<file path="config.mk">
export PLATFORM = sky130hd
export DESIGN_NAME = icg_datapath
export DESIGN_NICKNAME = d
export VERILOG_FILES = /design/src/hw/rtl/icg_pkg.sv /design/src/hw/rtl/icg_datapath.sv
export SDC_FILE = /design/constraint.sdc
export NUM_CORES = 2
export LEC_CHECK = 0
export BUFFER_PORTS_ARGS = -buffer_cell sky130_fd_sc_hd__buf_2
export CAP_MARGIN = 30
export CORE_MARGIN = 2
export CORE_UTILIZATION = 60
export CTS_BUF_LIST = sky130_fd_sc_hd__clkbuf_4 sky130_fd_sc_hd__clkbuf_8
export DETAILED_ROUTE_END_ITERATION = 7
export HOLD_SLACK_MARGIN = 0.02
export PLACE_DENSITY = 0.82
export RECOVER_POWER = 25
export SKIP_CTS_REPAIR_TIMING = 1
export SLEW_MARGIN = 20
export SYNTH_ARGS = -nofsm -noshare
export SYNTH_HDL_FRONTEND = slang
export SYNTH_SLANG_ARGS = --single-unit
</file>
<file path="constraint.sdc">
create_clock -name aclk -period 13.35 [get_ports aclk]
set_input_delay 0.6675 -clock aclk [delete_from_list [all_inputs] [get_ports aclk]]
set_output_delay 0.6675 -clock aclk [all_outputs]
set_load 0.01 [all_outputs]
</file>
<file path="src/hw/rtl/icg_pkg.sv">
// ----------------------------------------------------------------------------
// icg_pkg
// Shared types and constants of the inverse congruential generator: widths,
// register map, reset values, controller states and datapath commands.
// ----------------------------------------------------------------------------
package icg_pkg;

    localparam int VALUE_W  = 32;
    localparam int DIV_LONG = 2 * VALUE_W + 1;            // steps for product reduction
    localparam int DIV_W    = 2 * VALUE_W + 1;            // dividend/quotient shift register
    localparam int T_W      = VALUE_W + 2;                // signed Bezout coefficient
    localparam int CNT_W    = $clog2(DIV_LONG + 1);

    localparam int PDATA_W  = (VALUE_W > 32) ? 64 : 32;
    localparam int ADDR_LSB = $clog2(PDATA_W / 8);
    localparam int PADDR_W  = ADDR_LSB + 2;

    localparam logic [VALUE_W-1:0] MULTIPLIER_RST = VALUE_W'(64'd3);
    localparam logic [VALUE_W-1:0] INCREMENT_RST  = VALUE_W'(64'd1);
    localparam logic [VALUE_W-1:0] MODULUS_RST    = VALUE_W'(64'd4294967189);

    typedef enum logic [1:0] {
        REG_MULTIPLIER = 2'd0,
        REG_INCREMENT  = 2'd1,
        REG_MODULUS    = 2'd2,
        REG_NONE       = 2'd3
    } reg_idx_t;

    typedef enum logic {
        KIND_SEED    = 1'b0,
        KIND_ADVANCE = 1'b1
    } kind_t;

    typedef struct packed {
        logic [VALUE_W-1:0] multiplier;
        logic [VALUE_W-1:0] increment;
        logic [VALUE_W-1:0] modulus;
    } cfg_t;

    typedef enum logic [3:0] {
        ST_IDLE,
        ST_SEED_DIV,
        ST_SEED_SET,
        ST_X_DIV,
        ST_EU_INIT,
        ST_EU_CHECK,
        ST_EU_DIV,
        ST_EU_MUL,
        ST_EU_UPD,
        ST_INV,
        ST_PROD_MUL,
        ST_PROD_LOAD,
        ST_PROD_DIV,
        ST_DONE,
        ST_ZERO_OUT
    } state_t;

    typedef enum logic [3:0] {
        DP_NOP,
        DP_DIV_SEED,
        DP_DIV_CUR,
        DP_DIV_EU,
        DP_DIV_PROD,
        DP_DIV_STEP,
        DP_SET_CUR_REM,
        DP_SET_CUR_ZERO,
        DP_EU_INIT,
        DP_EU_MUL,
        DP_EU_UPD,
        DP_INV,
        DP_PROD_MUL,
        DP_RESULT,
        DP_RESULT_ZERO
    } dp_op_t;

    typedef struct packed {
        dp_op_t op;
    } dp_cmd_t;

    typedef struct packed {
        logic r1_zero;
        logic p_small;
    } dp_status_t;

endpackage

</file>
<file path="src/hw/rtl/icg_datapath.sv">
// ----------------------------------------------------------------------------
// icg_datapath
// State register, radix-2 restoring divider shared by every reduction and
// by the Euclid quotients, Bezout coefficient update and final product.
// ----------------------------------------------------------------------------
module icg_datapath (
    input  logic                        aclk,
    input  logic                        aresetn,
    input  icg_pkg::dp_cmd_t            cmd,
    input  icg_pkg::cfg_t               cfg,
    input  logic [icg_pkg::VALUE_W-1:0] seed_value,
    output icg_pkg::dp_status_t         status,
    output logic [icg_pkg::VALUE_W-1:0] random_value
);
    import icg_pkg::*;

    logic [VALUE_W-1:0]        cur_reg, cur_next;
    logic [VALUE_W-1:0]        out_reg, out_next;
    logic [DIV_W-1:0]          dq_reg, dq_next;     // dividend in, quotient out
    logic [VALUE_W-1:0]        rem_reg, rem_next;
    logic [VALUE_W-1:0]        dsr_reg, dsr_next;
    logic [VALUE_W-1:0]        r0_reg, r0_next;
    logic [VALUE_W-1:0]        r1_reg, r1_next;
    logic signed [T_W-1:0]     t0_reg, t0_next;
    logic signed [T_W-1:0]     t1_reg, t1_next;
    logic signed [T_W-1:0]     tq_reg, tq_next;
    logic [VALUE_W-1:0]        iv_reg, iv_next;
    logic [2*VALUE_W-1:0]      ai_reg, ai_next;

    logic [VALUE_W:0]          rs;
    logic                      ge;
    logic [VALUE_W:0]          rs_sub;
    logic signed [T_W-1:0]     t0_wrap;
    logic [VALUE_W-1:0]        quo;

    assign rs     = {rem_reg, dq_reg[DIV_W-1]};
    assign ge     = rs >= {1'b0, dsr_reg};
    assign rs_sub = rs - {1'b0, dsr_reg};
    assign quo    = dq_reg[VALUE_W-1:0];
    assign t0_wrap = t0_reg + signed'({2'b00, cfg.modulus});

    assign status.r1_zero = (r1_reg == '0);
    assign status.p_small = (cfg.modulus[VALUE_W-1:1] == '0);
    assign random_value   = out_reg;

    always_comb begin
        cur_next = cur_reg;
        out_next = out_reg;
        dq_next  = dq_reg;
        rem_next = rem_reg;
        dsr_next = dsr_reg;
        r0_next  = r0_reg;
        r1_next  = r1_reg;
        t0_next  = t0_reg;
        t1_next  = t1_reg;
        tq_next  = tq_reg;
        iv_next  = iv_reg;
        ai_next  = ai_reg;
        unique case (cmd.op)
            DP_NOP: ;
            DP_DIV_SEED: begin
                dq_next  = {seed_value, {(VALUE_W + 1){1'b0}}};
                rem_next = '0;
                dsr_next = cfg.modulus;
            end
            DP_DIV_CUR: begin
                dq_next  = {cur_reg, {(VALUE_W + 1){1'b0}}};
                rem_next = '0;
                dsr_next = cfg.modulus;
            end
            DP_DIV_EU: begin
                dq_next  = {r0_reg, {(VALUE_W + 1){1'b0}}};
                rem_next = '0;
                dsr_next = r1_reg;
            end
            DP_DIV_PROD: begin
                dq_next  = DIV_W'(ai_reg) + DIV_W'(cfg.increment);
                rem_next = '0;
                dsr_next = cfg.modulus;
            end
            DP_DIV_STEP: begin
                rem_next = ge ? rs_sub[VALUE_W-1:0] : rs[VALUE_W-1:0];
                dq_next  = {dq_reg[DIV_W-2:0], ge};
            end
            DP_SET_CUR_REM:  cur_next = rem_reg;
            DP_SET_CUR_ZERO: cur_next = '0;
            DP_EU_INIT: begin
                r0_next = cfg.modulus;
                r1_next = rem_reg;
                t0_next = '0;
                t1_next = T_W'(1);
            end
            DP_EU_MUL: tq_next = T_W'(signed'({2'b00, quo}) * t1_reg);
            DP_EU_UPD: begin
                r0_next = r1_reg;
                r1_next = rem_reg;
                t0_next = t1_reg;
                t1_next = t0_reg - tq_reg;
            end
            DP_INV: begin
                // inverse exists only when the final gcd is one
                if (r0_reg == VALUE_W'(1))
                    iv_next = t0_reg[T_W-1] ? t0_wrap[VALUE_W-1:0] : t0_reg[VALUE_W-1:0];
                else
                    iv_next = '0;
            end
            DP_PROD_MUL: ai_next = (2*VALUE_W)'(cfg.multiplier) * (2*VALUE_W)'(iv_reg);
            DP_RESULT: begin
                cur_next = rem_reg;
                out_next = rem_reg;
            end
            DP_RESULT_ZERO: begin
                cur_next = '0;
                out_next = '0;
            end
            default: ;
        endcase
    end

    always_ff @(posedge aclk) begin
        if (!aresetn) begin
            cur_reg <= '0;
        end else begin
            cur_reg <= cur_next;
        end
    end

    always_ff @(posedge aclk) begin
        out_reg <= out_next;
        dq_reg  <= dq_next;
        rem_reg <= rem_next;
        dsr_reg <= dsr_next;
        r0_reg  <= r0_next;
        r1_reg  <= r1_next;
        t0_reg  <= t0_next;
        t1_reg  <= t1_next;
        tq_reg  <= tq_next;
        iv_reg  <= iv_next;
        ai_reg  <= ai_next;
    end

endmodule

</file>
==> reports/qor.txt <==
Status - complete, but fails checks
Failing checks - design-rule violations, max-capacitance violations, max-slew violations
Dominant synthesized flop cell - edfxtp_1
Final WL - 223 mm
FP Rows - 129
Clock Sinks - 455
Type of the tightest min-delay check - primary input to flip-flop
Storage element area - 13300 um^2
Max-cap violations - 6
Synth Cell Area - 75200 um^2
R2r endpoint - tq_reg[33]$_DFFE_PN_
Vias in the first global route - 60800
Post-Syn Instances - 7927
CP delay by family, top - adder cells
Crit path capture - tq_reg[33]$_DFFE_PN_
Synth Area per Inst - 9.49 um^2
Worst setup path category - flip-flop to flip-flop
CTS tree - built
Fin crit period - 9.79 ns
Post-synth EDFFs - 423
Worst-path clk slew - 0.06 ns
Post-Route Skew - 0.0539 ns
CTS Buf Count - 80
CP peak stage delay - 1.47 ns
DR DRC count - 6
Via density - 6.03
Startpoint Class - flip-flop
Worst R2R Path Depth - 27
Post-synth cell types - 87
Final TNS setup - 0 ns
Dpl hpwl - 167 mm
Fin. max-slew vios - 210
Initial antenna violation count - 10
Fraction of registers with async set/reset - 0%
Routed wire per std cell - 23.3 um
Seq/Total Area, Yosys - 17.7%
Multi-input gate area - 54700 um^2
Least-Margin Pin Slew - 3.55 ns
DIE AREA - 128000 um^2
DIE HEIGHT - 358 um
Synth warn - 0
Critical Path Stages - 27
Post-synthesis simple-gate area fraction - 16.6%
Worst slew margin - -136%
Fill cells - 9629
Die W - 358 um
Root Driver - clkbuf_8
Area delta synth->final - 5.33%
Synth Area in XOR/XNOR - 3.26%
Final period utilization - 73.3%
Initial Util - 60.6%
R2R setup slack - 3.56 ns
Clk_lat worst skew - 0.71 ns
CP Capture Type - flip-flop
Largest net degree at the start of global routing - 70
Largest fanout on the critical path - 35
Vias - 57900
GRT Total Usage - 35.5%
Endpoints failing setup - 0
Mux cell area share after synthesis - 1.04%
CP required - 13.78 ns
Longest Clk Path Bufs - 3
Share of post-route cells with drive strength above 1 - 5.92%
Post-DRT Antenna Nets - 0
Placer Congestion - 0.984
Fin nets - 9904
Most used cell along the critical path - fa_1
Initial DRC Count - 6804
Syn Nets - 9946
Synth Area in Adders - 45.0%
Worst path slowest cell - clkbuf_1
Max Clk Rate - 102 MHz
Largest family of logic cells by synthesized area - adder cells
WP data arrival - 10.22 ns
Worst Path Buf+Inv - 6
# port buffers - 167
Worst r2r src - dq_reg[0]$_DFFE_PP_
Max reg flops - 65
H-Tree Depth - 3
IO Count - 168
Synth Area in Compound Gates - 6.78%
DR pass1 iterations - 8
Grt total ovfl - 0
Global-route wire length before repair - 345 mm
Final Hold Viols - 0
Crit path from - dq_reg[0]$_DFFE_PP_
Setup repair after global routing missed its margin - false
Register bit count reported by yosys - 455
Core area - 124000 um^2
## worst min-delay path: stages
cell      delay [ns]
buf_2           0.10
nand2_1         0.05
o211ai_1        0.07
## cells in the final DEF, fill, tap and decap left out, drive strengths merged, types with 34 or more instances in the layout
master / n
clkinv: 34
nand2b: 43
ha: 517
nor2: 211
a21oi: 199
buf: 267
a21o: 94
o21ai: 150
fa: 1368
a21boi: 38
edfxtp: 423
inv: 1522
nor3: 37
xnor2: 189
nand2: 1150
o211ai: 41
clkbuf: 109
o21a: 36
nand3: 78
xor2: 91
and2: 825
and3: 60
nand4: 35
mux2i: 43
## area by class of cell
| type | instances | share of cell area (%) |
|---|---|---|
| multi-input cells | 5551 | 69.1 |
| flip-flops and latches | 455 | 16.8 |
| inverters | 1518 | 7.19 |
| well taps | 1637 | 2.58 |
| repair buffers | 279 | 2.13 |
| clock buffers | 97 | 1.55 |
| clock inverters | 51 | 0.617 |
| diodes | 9 | 0.0284 |
## routing by layer
metal / global-route usage [%] / share of wire (%) / vias up
li1: - / - / 24400
met1: 46.0 / 36 / 28700
met2: 54.4 / 44 / 4028
met3: 11.6 / 14 / 731
met4: 16.0 / 5.2 / 8
met5: 0.185 / 0.030 / -
## kinds of logic (layout without fill, tap and decap cells)
family / after synthesis / in the layout
simple gates: 2552 / 2552
mux: 74 / 74
fa+ha+maj: 1885 / 1885
compound gates: 760 / 760
xor+xnor: 280 / 280
buf+inv: 1921 / 1945
flops: 455 / 455
other cells: 0 / 9
## cell usage after synthesis (91+ instances only)
| cell | count | area share (%) |
|---|---|---|
| a21o_1 | 92 | 0.92 |
| clkbuf_1 | 382 | 1.9 |
| inv_1 | 1517 | 7.6 |
| and2_1 | 825 | 6.9 |
| fa_1 | 1368 | 36 |
| o21ai_0 | 140 | 0.93 |
| a21oi_1 | 198 | 1.3 |
| xnor2_1 | 189 | 2.2 |
| edfxtp_1 | 423 | 17 |
| xor2_1 | 91 | 1.1 |
| ha_1 | 517 | 8.6 |
| nor2_1 | 211 | 1.1 |
| nand2_1 | 1150 | 5.7 |
## worst min path at each step
stage                              from                       end  slack, ns  cells past startpoint
6_report                  seed_value[8]      dq_reg[41]$_DFFE_PP_       0.30                      3
5_1_grt                   seed_value[6]      dq_reg[39]$_DFFE_PP_       0.31                      3
4_1_cts                   seed_value[1]      dq_reg[34]$_DFFE_PP_       0.27                      3
3_5_place_dp   cur_reg[16]$_SDFFE_PN0P_  cur_reg[16]$_SDFFE_PN0P_       0.46                      2
3_3_place_gp   cur_reg[31]$_SDFFE_PN0P_  cur_reg[31]$_SDFFE_PN0P_       0.45                      2
2_1_floorplan  cur_reg[28]$_SDFFE_PN0P_  cur_reg[28]$_SDFFE_PN0P_       0.44                      2
## stage by stage
step,util [%],setup WS [ns],area [um^2],hold WS (ns),std cells
after detailed placement,62.5,4.19,77600,0.458,9439
after CTS,63.9,4.47,79300,0.270,9587
after floorplan,-,5.24,75200,0.440,7927
after global placement,62.4,4.21,77500,0.451,9432
after global routing,63.8,3.18,79200,0.307,9594
final,63.9,3.56,79300,0.298,9597
Power is not shown: default switching activity piles up to over one toggle a cycle in this logic, so the estimate is an artifact.
