<file path="src/hw/rtl/icg_pkg.sv">
// ----------------------------------------------------------------------------
// icg_pkg
// Shared types and constants of the inverse congruential generator: widths,
// register map, reset values, controller states and datapath commands.
// ----------------------------------------------------------------------------
package icg_pkg;

    localparam int VALUE_W  = 32;
    localparam int DIV_LONG = 2 * VALUE_W + 1;            // steps for product reduction
    localparam int DIV_W    = 2 * VALUE_W + 1;            // dividend/quotient shift register
    localparam int T_W      = VALUE_W + 2;                // signed Bezout coefficient
    localparam int CNT_W    = $clog2(DIV_LONG + 1);

    localparam int PDATA_W  = (VALUE_W > 32) ? 64 : 32;
    localparam int ADDR_LSB = $clog2(PDATA_W / 8);
    localparam int PADDR_W  = ADDR_LSB + 2;

    localparam logic [VALUE_W-1:0] MULTIPLIER_RST = VALUE_W'(64'd3);
    localparam logic [VALUE_W-1:0] INCREMENT_RST  = VALUE_W'(64'd1);
    localparam logic [VALUE_W-1:0] MODULUS_RST    = VALUE_W'(64'd4294967189);

    typedef enum logic [1:0] {
        REG_MULTIPLIER = 2'd0,
        REG_INCREMENT  = 2'd1,
        REG_MODULUS    = 2'd2,
        REG_NONE       = 2'd3
    } reg_idx_t;

    typedef enum logic {
        KIND_SEED    = 1'b0,
        KIND_ADVANCE = 1'b1
    } kind_t;

    typedef struct packed {
        logic [VALUE_W-1:0] multiplier;
        logic [VALUE_W-1:0] increment;
        logic [VALUE_W-1:0] modulus;
    } cfg_t;

    typedef enum logic [3:0] {
        ST_IDLE,
        ST_SEED_DIV,
        ST_SEED_SET,
        ST_X_DIV,
        ST_EU_INIT,
        ST_EU_CHECK,
        ST_EU_DIV,
        ST_EU_MUL,
        ST_EU_UPD,
        ST_INV,
        ST_PROD_MUL,
        ST_PROD_LOAD,
        ST_PROD_DIV,
        ST_DONE,
        ST_ZERO_OUT
    } state_t;

    typedef enum logic [3:0] {
        DP_NOP,
        DP_DIV_SEED,
        DP_DIV_CUR,
        DP_DIV_EU,
        DP_DIV_PROD,
        DP_DIV_STEP,
        DP_SET_CUR_REM,
        DP_SET_CUR_ZERO,
        DP_EU_INIT,
        DP_EU_MUL,
        DP_EU_UPD,
        DP_INV,
        DP_PROD_MUL,
        DP_RESULT,
        DP_RESULT_ZERO
    } dp_op_t;

    typedef struct packed {
        dp_op_t op;
    } dp_cmd_t;

    typedef struct packed {
        logic r1_zero;
        logic p_small;
    } dp_status_t;

endpackage

</file>
<file path="src/hw/rtl/icg_cfg.sv">
// ----------------------------------------------------------------------------
// icg_cfg
// APB register bank: multiplier, increment and modulus.
// ----------------------------------------------------------------------------
module icg_cfg (
    input  logic                    aclk,
    input  logic                    aresetn,
    input  logic                    psel,
    input  logic                    penable,
    input  logic                    pwrite,
    input  logic [icg_pkg::PADDR_W-1:0] paddr,
    input  logic [icg_pkg::PDATA_W-1:0] pwdata,
    output logic [icg_pkg::PDATA_W-1:0] prdata,
    output logic                    pready,
    output icg_pkg::cfg_t           cfg
);
    import icg_pkg::*;

    cfg_t     cfg_reg, cfg_next;
    reg_idx_t idx;
    logic     wr_en;

    assign idx    = reg_idx_t'(paddr[PADDR_W-1:ADDR_LSB]);
    assign wr_en  = psel & penable & pwrite;
    assign pready = 1'b1;
    assign cfg    = cfg_reg;

    always_comb begin
        cfg_next = cfg_reg;
        if (wr_en) begin
            unique case (idx)
                REG_MULTIPLIER: cfg_next.multiplier = VALUE_W'(pwdata);
                REG_INCREMENT:  cfg_next.increment  = VALUE_W'(pwdata);
                REG_MODULUS:    cfg_next.modulus    = VALUE_W'(pwdata);
                default:        cfg_next = cfg_reg;
            endcase
        end
    end

    always_comb begin
        unique case (idx)
            REG_MULTIPLIER: prdata = PDATA_W'(cfg_reg.multiplier);
            REG_INCREMENT:  prdata = PDATA_W'(cfg_reg.increment);
            REG_MODULUS:    prdata = PDATA_W'(cfg_reg.modulus);
            default:        prdata = '0;
        endcase
    end

    always_ff @(posedge aclk) begin
        if (!aresetn) begin
            cfg_reg.multiplier <= MULTIPLIER_RST;
            cfg_reg.increment  <= INCREMENT_RST;
            cfg_reg.modulus    <= MODULUS_RST;
        end else begin
            cfg_reg <= cfg_next;
        end
    end

endmodule

</file>
<file path="config.mk">
export PLATFORM = sky130hd
export DESIGN_NAME = icg_cfg
export DESIGN_NICKNAME = d
export VERILOG_FILES = /design/src/hw/rtl/icg_pkg.sv /design/src/hw/rtl/icg_cfg.sv
export SDC_FILE = /design/constraint.sdc
export NUM_CORES = 1
export LEC_CHECK = 0
export BUFFER_PORTS_ARGS = -buffer_cell sky130_fd_sc_hd__buf_2
export CORE_MARGIN = 4
export CORE_UTILIZATION = 40
export DETAILED_ROUTE_END_ITERATION = 8
export PLACE_DENSITY = 0.68
export SETUP_SLACK_MARGIN = 0.05
export SYNTH_ARGS = -nofsm -noshare
export SYNTH_HDL_FRONTEND = slang
export SYNTH_SLANG_ARGS = --single-unit
</file>
<file path="constraint.sdc">
create_clock -name aclk -period 3.6 [get_ports aclk]
set_input_delay 0.36 -clock aclk [delete_from_list [all_inputs] [get_ports aclk]]
set_output_delay 0.36 -clock aclk [all_outputs]
set_load 0.02 [all_outputs]
</file>
==> impl_metrics.prom <==
# TYPE chip_impl_metric gauge
chip_impl_metric{name="synth_edf_count",unit=""} 0
chip_impl_info{name="slowest_stage",value="sky130_fd_sc_hd__buf_2"} 1
chip_impl_metric{name="detail_route.iter0.violations",unit=""} 149
chip_impl_metric{name="critical_path_arrival",unit="ns"} 2.13
chip_impl_info{name="synth_top_cell_by_area",value="sky130_fd_sc_hd__dfxtp_1"} 1
chip_impl_metric{name="ctsHtreeMaxLevel",unit=""} 3
chip_impl_metric{name="mappedNetlistNets",unit=""} 537
chip_impl_metric{name="relSlewSlack",unit=""} 0.4401
chip_impl_metric{name="grt_use_total",unit=""} 0.1847
chip_impl_metric{name="global_route_wire_length_before_repair",unit="um"} 19220
chip_impl_metric{name="initial_antenna_violation_count",unit=""} 0
chip_impl_metric{name="timing_hold_violations_final",unit=""} 0
chip_impl_metric{name="synth_cell_types",unit=""} 19
chip_impl_info{name="timing.critical_path.to_type",value="output port"} 1
chip_impl_metric{name="detailed_place_hpwl",unit="um"} 8213
chip_impl_metric{name="floorplan.core_area",unit="sq mm"} 0.01046
chip_impl_metric{name="grt_max_degree",unit=""} 93
chip_impl_metric{name="fin_nets",unit=""} 679
chip_impl_metric{name="areaGrowthSynthToFinish",unit="%"} 25.03
chip_impl_metric{name="post_synthesis_average_cell_area",unit="sq um"} 8.768
chip_impl_metric{name="clock_latency",unit="ns"} 0.34
chip_impl_info{name="worst_r2r_endpoint",value="cfg[2]"} 1
chip_impl_metric{name="p_per_area",unit="mW/mm^2"} 391.7
chip_impl_metric{name="report.final.slew_viol_count",unit=""} 0
chip_impl_metric{name="gp_congestion",unit=""} 0.7658
chip_impl_metric{name="cell_area_after_synthesis",unit="sq mm"} 0.004349
chip_impl_metric{name="route.vias.total",unit=""} 3898
chip_impl_metric{name="postSynth.asyncResetShare",unit=""} 0
chip_impl_metric{name="flip_flop_and_latch_count_after_synthesis",unit=""} 96
chip_impl_metric{name="diodes",unit=""} 0
chip_impl_metric{name="drt.antenna.violating_nets",unit=""} 0
chip_impl_metric{name="ff2ff_setup_slack",unit="ns"} 2.89
chip_impl_metric{name="synth-seq-area-share",unit=""} 0.4419
chip_impl_metric{name="synth_cells",unit=""} 496
chip_impl_info{name="reg2reg_from",value="cfg[2]"} 1
chip_impl_info{name="status",value="finished clean"} 1
chip_impl_info{name="cpMostUsedCell",value="sky130_fd_sc_hd__buf_2"} 1
chip_impl_metric{name="overflow",unit=""} 0
chip_impl_metric{name="first_global_vias",unit=""} 3851
chip_impl_metric{name="layout_min_cycle_time",unit="ns"} 2.493
chip_impl_metric{name="total_leakage_power",unit="nW"} 2.724
chip_impl_info{name="start_kind",value="input port"} 1
chip_impl_metric{name="number_of_flip_flops_in_the_largest_register",unit=""} 96
chip_impl_metric{name="maxCapViolCount",unit=""} 0
chip_impl_metric{name="routed_wire_length_per_instance",unit="um"} 15.23
chip_impl_info{name="largest_cells_by_area_after_synthesis",value="sky130_fd_sc_hd__dfxtp_1, sky130_fd_sc_hd__mux2i_1, sky130_fd_sc_hd__nand2_1"} 1
chip_impl_metric{name="cp_num_buf_inv",unit=""} 3
chip_impl_info{name="synthFlopType",value="sky130_fd_sc_hd__dfxtp_1"} 1
chip_impl_metric{name="finish.cell_count_without_fillers",unit=""} 779
chip_impl_metric{name="std_cell_rows",unit=""} 37
chip_impl_metric{name="final_layout_size_suffix_gt1_frac",unit=""} 0.3048
chip_impl_info{name="ys_top_cells_by_count",value="sky130_fd_sc_hd__nand2_1, sky130_fd_sc_hd__mux2i_1, sky130_fd_sc_hd__dfxtp_1"} 1
chip_impl_metric{name="post-place-cells",unit=""} 763
chip_impl_metric{name="cts.sink_count",unit=""} 96
chip_impl_metric{name="floorplan.die_area",unit="sq mm"} 0.01261
chip_impl_metric{name="vdd.ir_drop.worst",unit="mV"} 0.1872
chip_impl_info{name="ctsRootBufferMaster",value="sky130_fd_sc_hd__clkbuf_8"} 1
chip_impl_metric{name="finalClockSkew",unit="ns"} 0
chip_impl_info{name="post-synth-top-count-cell",value="sky130_fd_sc_hd__nand2_1"} 1
chip_impl_metric{name="cts_hold_repair.buffers",unit=""} 0
chip_impl_metric{name="yosysWarningCount",unit=""} 0
chip_impl_info{name="critical_path.top_delay_family",value="buffers and inverters"} 1
chip_impl_metric{name="setup_tns",unit="ns"} 0
chip_impl_info{name="unrepaired_setup_endpoints_after_global_routing",value="no"} 1
chip_impl_metric{name="max_freq",unit="GHz"} 0.4012
chip_impl_info{name="worst_setup_path_startpoint",value="paddr[3]"} 1
chip_impl_metric{name="routed_via_density",unit=""} 5.004
chip_impl_metric{name="path_clk_slew",unit="ns"} 0.09
chip_impl_metric{name="cpPeakStageDelay",unit="ns"} 0.59
chip_impl_metric{name="total_of_cells_resized_after_clock_tree_synthesis",unit=""} 0
chip_impl_metric{name="cts-buffers-inserted",unit=""} 9
chip_impl_metric{name="route.final.wire_length",unit="um"} 11870
chip_impl_metric{name="start_util",unit=""} 0.4157
chip_impl_metric{name="cts_buffer_depth",unit=""} 2
chip_impl_metric{name="timing.critical_path.depth",unit=""} 6
chip_impl_metric{name="place_area",unit="sq mm"} 0.005206
chip_impl_metric{name="max_slew.worst_pin.slew",unit="ns"} 0.8399
chip_impl_metric{name="final_min_period_over_clock_period",unit=""} 0.6924
chip_impl_info{name="hold_path.class",value="input port to register"} 1
chip_impl_metric{name="critical_path.max_fanout",unit=""} 36
chip_impl_metric{name="number_of_setup_buffers_added_after_cts",unit=""} 0
chip_impl_metric{name="detail_route.drc_violations",unit=""} 0
chip_impl_metric{name="die-width",unit="um"} 112.3
chip_impl_metric{name="setup_failing_eps_final",unit=""} 0
chip_impl_info{name="setup.worst_path.class",value="input port to output port"} 1
chip_impl_metric{name="buffer_ports.inserted",unit=""} 166
chip_impl_metric{name="design.portCount",unit=""} 170
chip_impl_info{name="critical_path_cell_sequence",value="buf_2 > nor2b_2 > buf_12 > nand2_1 > o21ai_0 > buf_2"} 1
chip_impl_info{name="cts_tree",value="done"} 1
chip_impl_metric{name="drt_pre_antenna_iters",unit=""} 5
chip_impl_metric{name="worst_ep_required_time",unit="ns"} 3.24
chip_impl_info{name="worst_setup_path_endpoint",value="prdata[16]"} 1
chip_impl_metric{name="worstRegToRegCells",unit=""} 2
chip_impl_metric{name="final_area",unit="sq mm"} 0.005438
chip_impl_metric{name="timing.hold.ws",unit="ns"} 0.2828
chip_impl_metric{name="netlist.area_leader.share",unit=""} 0.4419
chip_impl_metric{name="die_y",unit="um"} 112.3
==> layer usage <==
layer	global-route usage	share of wire	up-vias
met1	0.2247	0.44	1818
li1	-	-	1944
met3	0.04043	0.058	14
met4	0.05208	0.011	0
met5	0	0	-
met2	0.3278	0.49	122
==> final cells by class <==
| cell class | count | area, sq um |
|---|---|---|
| Clock inverter | 4 | 76.32 |
| Multi-Input combinational cell | 328 | 2096 |
| Inverter | 28 | 105.1 |
| Clock buffer | 12 | 155.1 |
| Timing Repair Buffer | 175 | 913.4 |
| Fill cell | 1027 | 5025 |
| Tap cell | 136 | 170.2 |
| Sequential cell | 96 | 1922 |
==> kinds of logic after synthesis <==
family	Yosys count	synth area share
flip-flops	96	0.4419
other	1	0.0008622
buffers and inverters	72	0.07825
AO/OA/AOI/OAI	88	0.1197
AND/OR/NAND/NOR	139	0.1292
multiplexers	100	0.2301
==> how the worst min path moves through the flow <==
| stage | cells past startpoint | startpoint | to |
|---|---|---|---|
| 3_3_place_gp | 2 | cfg[71] | cfg[71] |
| 6_report | 3 | pwdata[1] | cfg[33] |
| 5_1_grt | 3 | pwdata[1] | cfg[33] |
| 4_1_cts | 3 | pwdata[1] | cfg[33] |
| 3_5_place_dp | 2 | cfg[85] | cfg[85] |
| 2_1_floorplan | 2 | pwdata[1] | cfg[1] |
==> report_power, final <==
part / switching (mW) / leakage (nW) / internal (mW)
clock: 0.356 / 0.113 / 0.431
combinational: 0.166 / 1.83 / 0.0856
sequential: 0.0132 / 0.777 / 1.08
==> stage by stage <==
| step | setup slack, ns | total power [mW] | util |
|---|---|---|---|
| after global placement | 1.149 | 1.364 | 0.4976 |
| after CTS | 1.112 | 2.160 | 0.5197 |
| after global routing | 0.9784 | 2.228 | 0.5197 |
| after floorplan | 1.830 | 1.281 | - |
| final | 1.107 | 2.130 | 0.5197 |
| after detailed placement | 1.111 | 1.370 | 0.4976 |
==> worst min-delay path: stages <==
cell and delay [ns]:
sky130_fd_sc_hd__buf_2 0.10, sky130_fd_sc_hd__nand2_1 0.06, sky130_fd_sc_hd__mux2i_1 0.06
==> cells in the final DEF, fill, tap and decap left out <==
cell type	netlist	routed
sky130_fd_sc_hd__clkbuf_8	0	11
sky130_fd_sc_hd__or3b_2	0	1
sky130_fd_sc_hd__o211ai_1	26	26
sky130_fd_sc_hd__bufinv_16	0	2
sky130_fd_sc_hd__nor2b_1	6	5
sky130_fd_sc_hd__nor2b_2	0	1
sky130_fd_sc_hd__or2_1	1	1
sky130_fd_sc_hd__nor3_4	0	1
sky130_fd_sc_hd__dfxtp_1	96	96
sky130_fd_sc_hd__mux2i_1	100	100
sky130_fd_sc_hd__o211ai_2	2	2
sky130_fd_sc_hd__clkinv_4	0	1
sky130_fd_sc_hd__nand3_1	1	1
sky130_fd_sc_hd__o21ai_0	57	57
sky130_fd_sc_hd__clkinvlp_4	0	1
sky130_fd_sc_hd__o21ai_1	3	3
sky130_fd_sc_hd__buf_4	4	9
sky130_fd_sc_hd__nand2b_4	1	1
sky130_fd_sc_hd__nand2_1	128	128
sky130_fd_sc_hd__inv_1	28	28
sky130_fd_sc_hd__buf_2	8	165
sky130_fd_sc_hd__buf_12	0	1
sky130_fd_sc_hd__clkbuf_1	26	1
sky130_fd_sc_hd__conb_1	1	1
(Power assumes the default switching activity.)
