$ cat config.mk
export PLATFORM = sky130hd
export DESIGN_NAME = icg_ctrl
export DESIGN_NICKNAME = d
export VERILOG_FILES = /design/src/hw/rtl/icg_pkg.sv /design/src/hw/rtl/icg_ctrl.sv
export SDC_FILE = /design/constraint.sdc
export NUM_CORES = 1
export LEC_CHECK = 0
export BUFFER_PORTS_ARGS = -buffer_cell sky130_fd_sc_hd__buf_4
export CORE_ASPECT_RATIO = 1.25
export CORE_MARGIN = 10
export CORE_UTILIZATION = 40
export DETAILED_ROUTE_END_ITERATION = 7
export GPL_ROUTABILITY_DRIVEN = 0
export PLACE_DENSITY = 0.63
export SETUP_SLACK_MARGIN = 0.05
export SLEW_MARGIN = 20
export SYNTH_ARGS = -nofsm -noshare
export SYNTH_HDL_FRONTEND = slang
export SYNTH_SLANG_ARGS = --single-unit
export TNS_END_PERCENT = 20
$ cat constraint.sdc
create_clock -name aclk -period 2.6 [get_ports aclk]
set_input_delay 0.13 -clock aclk [delete_from_list [all_inputs] [get_ports aclk]]
set_output_delay 0.13 -clock aclk [all_outputs]
set_load 0.05 [all_outputs]
$ cat src/hw/rtl/icg_pkg.sv
// ----------------------------------------------------------------------------
// icg_pkg
// Shared types and constants of the inverse congruential generator: widths,
// register map, reset values, controller states and datapath commands.
// ----------------------------------------------------------------------------
package icg_pkg;

    localparam int VALUE_W  = 32;
    localparam int DIV_LONG = 2 * VALUE_W + 1;            // steps for product reduction
    localparam int DIV_W    = 2 * VALUE_W + 1;            // dividend/quotient shift register
    localparam int T_W      = VALUE_W + 2;                // signed Bezout coefficient
    localparam int CNT_W    = $clog2(DIV_LONG + 1);

    localparam int PDATA_W  = (VALUE_W > 32) ? 64 : 32;
    localparam int ADDR_LSB = $clog2(PDATA_W / 8);
    localparam int PADDR_W  = ADDR_LSB + 2;

    localparam logic [VALUE_W-1:0] MULTIPLIER_RST = VALUE_W'(64'd3);
    localparam logic [VALUE_W-1:0] INCREMENT_RST  = VALUE_W'(64'd1);
    localparam logic [VALUE_W-1:0] MODULUS_RST    = VALUE_W'(64'd4294967189);

    typedef enum logic [1:0] {
        REG_MULTIPLIER = 2'd0,
        REG_INCREMENT  = 2'd1,
        REG_MODULUS    = 2'd2,
        REG_NONE       = 2'd3
    } reg_idx_t;

    typedef enum logic {
        KIND_SEED    = 1'b0,
        KIND_ADVANCE = 1'b1
    } kind_t;

    typedef struct packed {
        logic [VALUE_W-1:0] multiplier;
        logic [VALUE_W-1:0] increment;
        logic [VALUE_W-1:0] modulus;
    } cfg_t;

    typedef enum logic [3:0] {
        ST_IDLE,
        ST_SEED_DIV,
        ST_SEED_SET,
        ST_X_DIV,
        ST_EU_INIT,
        ST_EU_CHECK,
        ST_EU_DIV,
        ST_EU_MUL,
        ST_EU_UPD,
        ST_INV,
        ST_PROD_MUL,
        ST_PROD_LOAD,
        ST_PROD_DIV,
        ST_DONE,
        ST_ZERO_OUT
    } state_t;

    typedef enum logic [3:0] {
        DP_NOP,
        DP_DIV_SEED,
        DP_DIV_CUR,
        DP_DIV_EU,
        DP_DIV_PROD,
        DP_DIV_STEP,
        DP_SET_CUR_REM,
        DP_SET_CUR_ZERO,
        DP_EU_INIT,
        DP_EU_MUL,
        DP_EU_UPD,
        DP_INV,
        DP_PROD_MUL,
        DP_RESULT,
        DP_RESULT_ZERO
    } dp_op_t;

    typedef struct packed {
        dp_op_t op;
    } dp_cmd_t;

    typedef struct packed {
        logic r1_zero;
        logic p_small;
    } dp_status_t;

endpackage

$ cat src/hw/rtl/icg_ctrl.sv
// ----------------------------------------------------------------------------
// icg_ctrl
// Sequencer: request intake, divider step counting, Euclid loop and the
// result register handshake.
// ----------------------------------------------------------------------------
module icg_ctrl (
    input  logic                aclk,
    input  logic                aresetn,
    input  logic                s_valid,
    output logic                s_ready,
    input  logic                s_kind,
    output logic                m_valid,
    input  logic                m_ready,
    input  icg_pkg::dp_status_t status,
    output icg_pkg::dp_cmd_t    cmd
);
    import icg_pkg::*;

    state_t           state_reg, state_next;
    logic [CNT_W-1:0] cnt_reg, cnt_next;
    logic             m_valid_reg, m_valid_next;
    logic             accept;
    logic             last_step;
    logic             out_free;

    assign s_ready   = (state_reg == ST_IDLE);
    assign accept    = s_valid & s_ready;
    assign last_step = (cnt_reg == CNT_W'(1));
    assign out_free  = ~m_valid_reg | m_ready;
    assign m_valid   = m_valid_reg;

    always_comb begin
        state_next = state_reg;
        unique case (state_reg)
            ST_IDLE: begin
                if (accept) begin
                    if (kind_t'(s_kind) == KIND_SEED)
                        state_next = status.p_small ? ST_IDLE : ST_SEED_DIV;
                    else
                        state_next = status.p_small ? ST_ZERO_OUT : ST_X_DIV;
                end
            end
            ST_SEED_DIV:  if (last_step) state_next = ST_SEED_SET;
            ST_SEED_SET:  state_next = ST_IDLE;
            ST_X_DIV:     if (last_step) state_next = ST_EU_INIT;
            ST_EU_INIT:   state_next = ST_EU_CHECK;
            ST_EU_CHECK:  state_next = status.r1_zero ? ST_INV : ST_EU_DIV;
            ST_EU_DIV:    if (last_step) state_next = ST_EU_MUL;
            ST_EU_MUL:    state_next = ST_EU_UPD;
            ST_EU_UPD:    state_next = ST_EU_CHECK;
            ST_INV:       state_next = ST_PROD_MUL;
            ST_PROD_MUL:  state_next = ST_PROD_LOAD;
            ST_PROD_LOAD: state_next = ST_PROD_DIV;
            ST_PROD_DIV:  if (last_step) state_next = ST_DONE;
            ST_DONE:      if (out_free) state_next = ST_IDLE;
            ST_ZERO_OUT:  if (out_free) state_next = ST_IDLE;
            default:      state_next = ST_IDLE;
        endcase
    end

    always_comb begin
        cmd.op = DP_NOP;
        unique case (state_reg)
            ST_IDLE: begin
                if (accept) begin
                    if (kind_t'(s_kind) == KIND_SEED)
                        cmd.op = status.p_small ? DP_SET_CUR_ZERO : DP_DIV_SEED;
                    else if (!status.p_small)
                        cmd.op = DP_DIV_CUR;
                end
            end
            ST_SEED_DIV, ST_X_DIV, ST_EU_DIV, ST_PROD_DIV: cmd.op = DP_DIV_STEP;
            ST_SEED_SET:  cmd.op = DP_SET_CUR_REM;
            ST_EU_INIT:   cmd.op = DP_EU_INIT;
            ST_EU_CHECK:  cmd.op = status.r1_zero ? DP_NOP : DP_DIV_EU;
            ST_EU_MUL:    cmd.op = DP_EU_MUL;
            ST_EU_UPD:    cmd.op = DP_EU_UPD;
            ST_INV:       cmd.op = DP_INV;
            ST_PROD_MUL:  cmd.op = DP_PROD_MUL;
            ST_PROD_LOAD: cmd.op = DP_DIV_PROD;
            ST_DONE:      cmd.op = out_free ? DP_RESULT : DP_NOP;
            ST_ZERO_OUT:  cmd.op = out_free ? DP_RESULT_ZERO : DP_NOP;
            default:      cmd.op = DP_NOP;
        endcase
    end

    // step counter: loaded on entry to a divide phase, counts down inside it
    always_comb begin
        cnt_next = cnt_reg;
        if (state_next != state_reg) begin
            if (state_next == ST_SEED_DIV || state_next == ST_X_DIV ||
                state_next == ST_EU_DIV)
                cnt_next = CNT_W'(VALUE_W);
            else if (state_next == ST_PROD_DIV)
                cnt_next = CNT_W'(DIV_LONG);
        end else if (state_reg == ST_SEED_DIV || state_reg == ST_X_DIV ||
                     state_reg == ST_EU_DIV || state_reg == ST_PROD_DIV) begin
            cnt_next = cnt_reg - CNT_W'(1);
        end
    end

    always_comb begin
        m_valid_next = m_valid_reg & ~m_ready;
        if ((state_reg == ST_DONE || state_reg == ST_ZERO_OUT) && out_free)
            m_valid_next = 1'b1;
    end

    always_ff @(posedge aclk) begin
        if (!aresetn) begin
            state_reg   <= ST_IDLE;
            cnt_reg     <= '0;
            m_valid_reg <= 1'b0;
        end else begin
            state_reg   <= state_next;
            cnt_reg     <= cnt_next;
            m_valid_reg <= m_valid_next;
        end
    end

endmodule

==> results_tabular.tex <==
\begin{tabular}{lr}
\hline
Metric & Value \\
\hline
\multicolumn{2}{l}{\textbf{Worst setup path}} \\
\quad Crit path from & cnt\_reg[1] \\
\quad Nature of the critical path startpoint & flip-flop \\
\quad Worst Setup End Kind & flip-flop \\
\quad Sequence of cells on the critical path & inv\_1, ha\_1, nor4b\_4, nand2\_1, mux2\_4, o211ai\_4, xor2\_2, nor3\_4, o31a\_1, and3\_1 \\
\quad Data arrival at the endpoint of the critical path & 2570 ps \\
\quad WS Path Type & reg -> reg \\
\quad Cell count of the worst reg-to-reg path & 10 \\
\quad Slowest cell delay on critical path & between 300 and 400 ps \\
\quad Data required, critical path & 2740 ps \\
\quad Terminus of the critical flop-to-flop path & cnt\_reg[0] \\
\quad Setup slack, reg-to-reg & 170 ps \\
\quad Startpoint of the worst register-to-register path & cnt\_reg[1] \\
\quad Largest driver fanout on the critical path & 6 \\
\quad Cell with the largest stage delay on the worst path & dfxtp\_1 \\
\multicolumn{2}{l}{\textbf{Detailed routing}} \\
\quad Detailed-route via count & 1236 \\
\quad First-pass iteration count of the detailed router & 4 \\
\quad Via density per instance & between 5 and 6 \\
\quad Detail Route Antenna Nets & 0 \\
\quad Detailed Route WL & approximately 3300 microns \\
\quad Met1 wire length & roughly 1400 microns \\
\quad Wire length on met2 & $\sim$1800 microns \\
\quad Top routing layer used & met4 \\
\quad Routed len/inst & between 15 and 20 microns \\
\quad Met3 Routed Length & between 80 and 90 microns \\
\quad \# DRC & 0 \\
\quad First DRT Iteration DRCs & roughly 100 \\
\multicolumn{2}{l}{\textbf{Floorplan}} \\
\quad Std cell rows & 23 \\
\quad Starting density of the core & roughly two fifths \\
\quad Die Footprint & around 6000 sq um \\
\quad Core ar. & approximately 3200 sq um \\
\quad Horizontal extent of the die & approximately 71 microns \\
\quad Overall die height & 83.7 microns \\
\quad Boundary Pins & 13 \\
\multicolumn{2}{l}{\textbf{STA}} \\
\quad Skew final & approximately 4.6 ps \\
\quad Fin. max-slew vios & 0 \\
\quad Pin slew with the least headroom to its limit & between 400 and 500 ps \\
\quad Setup repair after global routing missed its margin & true \\
\quad Final hold slack & $\sim$200 ps \\
\quad Setup total negative slack & 0 ps \\
\quad Final min period & $\sim$2400 ps \\
\quad Endpoints failing setup & 0 \\
\quad Worst relative slew slack & between 70\% and 80\% \\
\quad Number of failing hold endpoints at the final stage & 0 \\
\quad Maximum clock rate & approximately 0.41 GHz \\
\quad Post-route fraction of the period consumed by the critical path & between 90 and 100\% \\
\multicolumn{2}{l}{\textbf{Worst hold path}} \\
\quad WHS Path Cells & 2 \\
\quad Worst hold path class & in -> reg \\
\quad Worst hold endpoint & m\_valid \\
\quad Hold Path Origin & aresetn \\
\multicolumn{2}{l}{\textbf{Finish}} \\
\quad P\&R area growth vs syn & 21.3\% \\
\quad Number of flip-flops in the largest register & 7 \\
\quad Post-route design area & roughly 1600 sq um \\
\quad Layout cell share with drive strength beyond 1 & a little under a third \\
\quad Layout net count & $\sim$190 \\
\quad Diode insertion count for antenna repair & 0 \\
\multicolumn{2}{l}{\textbf{Synth}} \\
\quad Number of nets in the synthesized netlist & approximately 170 \\
\quad Number of warnings printed during yosys synthesis & 0 \\
\quad Leading register cell type out of synthesis & dfxtp\_1 \\
\quad Mean Syn Cell Area & 8.43 sq um \\
\quad Gate Count Post-Synth & roughly 150 \\
\quad Fraction of registers with async set/reset & 0\% \\
\quad Share of synthesized area occupied by flip-flops and latches & roughly 18\% \\
\quad Number of flops mapped to enable cells by yosys & 0 \\
\quad Netlist area before placement & 1300 sq um \\
\quad Synth unique cells & 66 \\
\quad Number of synthesized register bits & 12 \\
\multicolumn{2}{l}{\textbf{Global route}} \\
\quad First-pass GRT wire length & about 5800 microns \\
\quad Pin count of the biggest net entering global routing & 21 \\
\quad GRT Residual Overflow & 0 \\
\quad Number of antenna violations at the first check in global routing & 0 \\
\quad All-layer global routing usage & a little under an eighth \\
\quad Vias in the first global route & 1225 \\
\multicolumn{2}{l}{\textbf{Clock network}} \\
\quad Clock Root Buffer & clkbuf\_8 \\
\quad Worst skew pair latency & around 240 ps \\
\quad Hold buffer count at cts & 0 \\
\quad Clock transition at the registers of the reported paths & about 60 ps \\
\quad CTS Buf Count & 3 \\
\quad CTS Sinks & 12 \\
\quad Clock tree from TritonCTS & yes \\
\quad H-tree levels & 1 \\
\quad CTS Buffer Depth & 2 \\
\multicolumn{2}{l}{\textbf{Placed design}} \\
\quad Port bufs & 12 \\
\quad Sum of net half-perimeters after detailed placement & about 2600 microns \\
\quad Cell Area, Placed & 1450 sq um \\
\multicolumn{2}{l}{\textbf{Status}} \\
\quad Outcome & finished, final reports clean \\
\multicolumn{2}{l}{\textbf{Pwr}} \\
\quad IR Drop Worst-Case VDD & 0.000646 V \\
\quad Ratio of total power to cell area & $\sim$1100 nW/um\^{}2 \\
\quad Lkg Pwr & roughly 0.00063 uW \\
\multicolumn{2}{l}{\textbf{Flow run}} \\
\quad Max cap viols & 0 \\
\hline
\end{tabular}
## critical path, delay by kind of cell (launching register included)
family / cells / cell delay [ps]
muxes: 1 / 330
xor gates and xnor gates: 1 / 240
AOI/OAI and AO/OA: 2 / 600
DFF: 1 / 330
buffers and inverters: 1 / 80
and+or+nand+nor: 4 / 610
adders and majority gates: 1 / 140
## cell usage in the layout (no fill, tap or decap), types with 2 or more instances in the layout
master and n:
a21oi_1 7, nor3b_1 2, o21ai_1 4, nand2_1 16
ha_1 6, dfxtp_1 9, nand3_1 6, nand2b_1 6
xor2_2 2, nor2_1 6, xnor2_1 2, or2_1 2
and2_1 5, inv_1 7, buf_4 25, dfxtp_2 3
nand3b_1 2, nor3_1 2, clkbuf_8 4, o21ai_0 10
o211a_1 2, nor2b_1 5
## repair_timing
item	in CTS	in global routing
resized for setup	0	5
endpoints found under the setup margin	0	7
buffers inserted	0	5
## Yosys cell counts, drive strengths merged, types with 5 or more instances
| cell | n | area, sq um |
|---|---|---|
| nand2 | 16 | 60.1 |
| o21ai | 14 | 70.1 |
| dfxtp | 12 | 240 |
| a21oi | 8 | 43.8 |
| nor2 | 8 | 40.0 |
| inv | 7 | 26.3 |
| ha | 6 | 75.1 |
| nand2b | 6 | 37.5 |
| nand3 | 6 | 30.0 |
| and2 | 5 | 31.3 |
| buf | 5 | 50.0 |
| nor2b | 5 | 31.3 |
## routing by layer
layer | track usage (%) | vias to the layer above
met4 | 4.23 | 0
met3 | 2.02 | 8
met2 | 19.9 | 18
met5 | 0 | -
met1 | 12.9 | 610
li1 | - | 600
## per-stage QoR
stage / setup WS, ps / cells / utilization [%] / power, uW
4_1_cts: 117 / 208 / 47.7 / 1550
2_1_floorplan: 168 / 154 / - / 1090
3_3_place_gp: 228 / 204 / 45.9 / 1300
3_5_place_dp: 132 / 204 / 45.9 / 1340
5_1_grt: 1.23 / 214 / 49.8 / 1800
6_report: 168 / 214 / 49.8 / 1660
## report_power, final
group          leakage (uW)  total, uW  internal, uW  switching [uW]
logic              0.000502       1140           506             633
registers         0.0000992        313           235            77.7
clock network     0.0000288        207           134            72.6
## worst max path at each step
stage | endpoint | slack, ps
after floorplan | cnt_reg[0] | 170
after global placement | cnt_reg[6] | 230
after detailed placement | cnt_reg[6] | 130
after CTS | cnt_reg[6] | 120
after global routing | cnt_reg[0] | 1
final | cnt_reg[0] | 170
## area by class of cell
class,count,area [sq um]
repair buffers,26,208
fillers,308,1590
clock buffers,4,55.1
well taps,37,46.3
flip-flops and latches,12,244
multi-input cells,128,996
inverters,7,26.3
## logic make-up after synthesis
group                    after synthesis  synth area share [%]
adder cells (fa/ha/maj)                6                  5.78
AND/OR/NAND/NOR                       67                  32.5
AO/OA/AOI/OAI                         46                  27.8
XOR/XNOR                               6                  6.07
multiplexers                           2                  1.93
flip-flops                            12                  18.5
buffers and inverters                 15                  7.42
(Power assumes the default switching activity.)
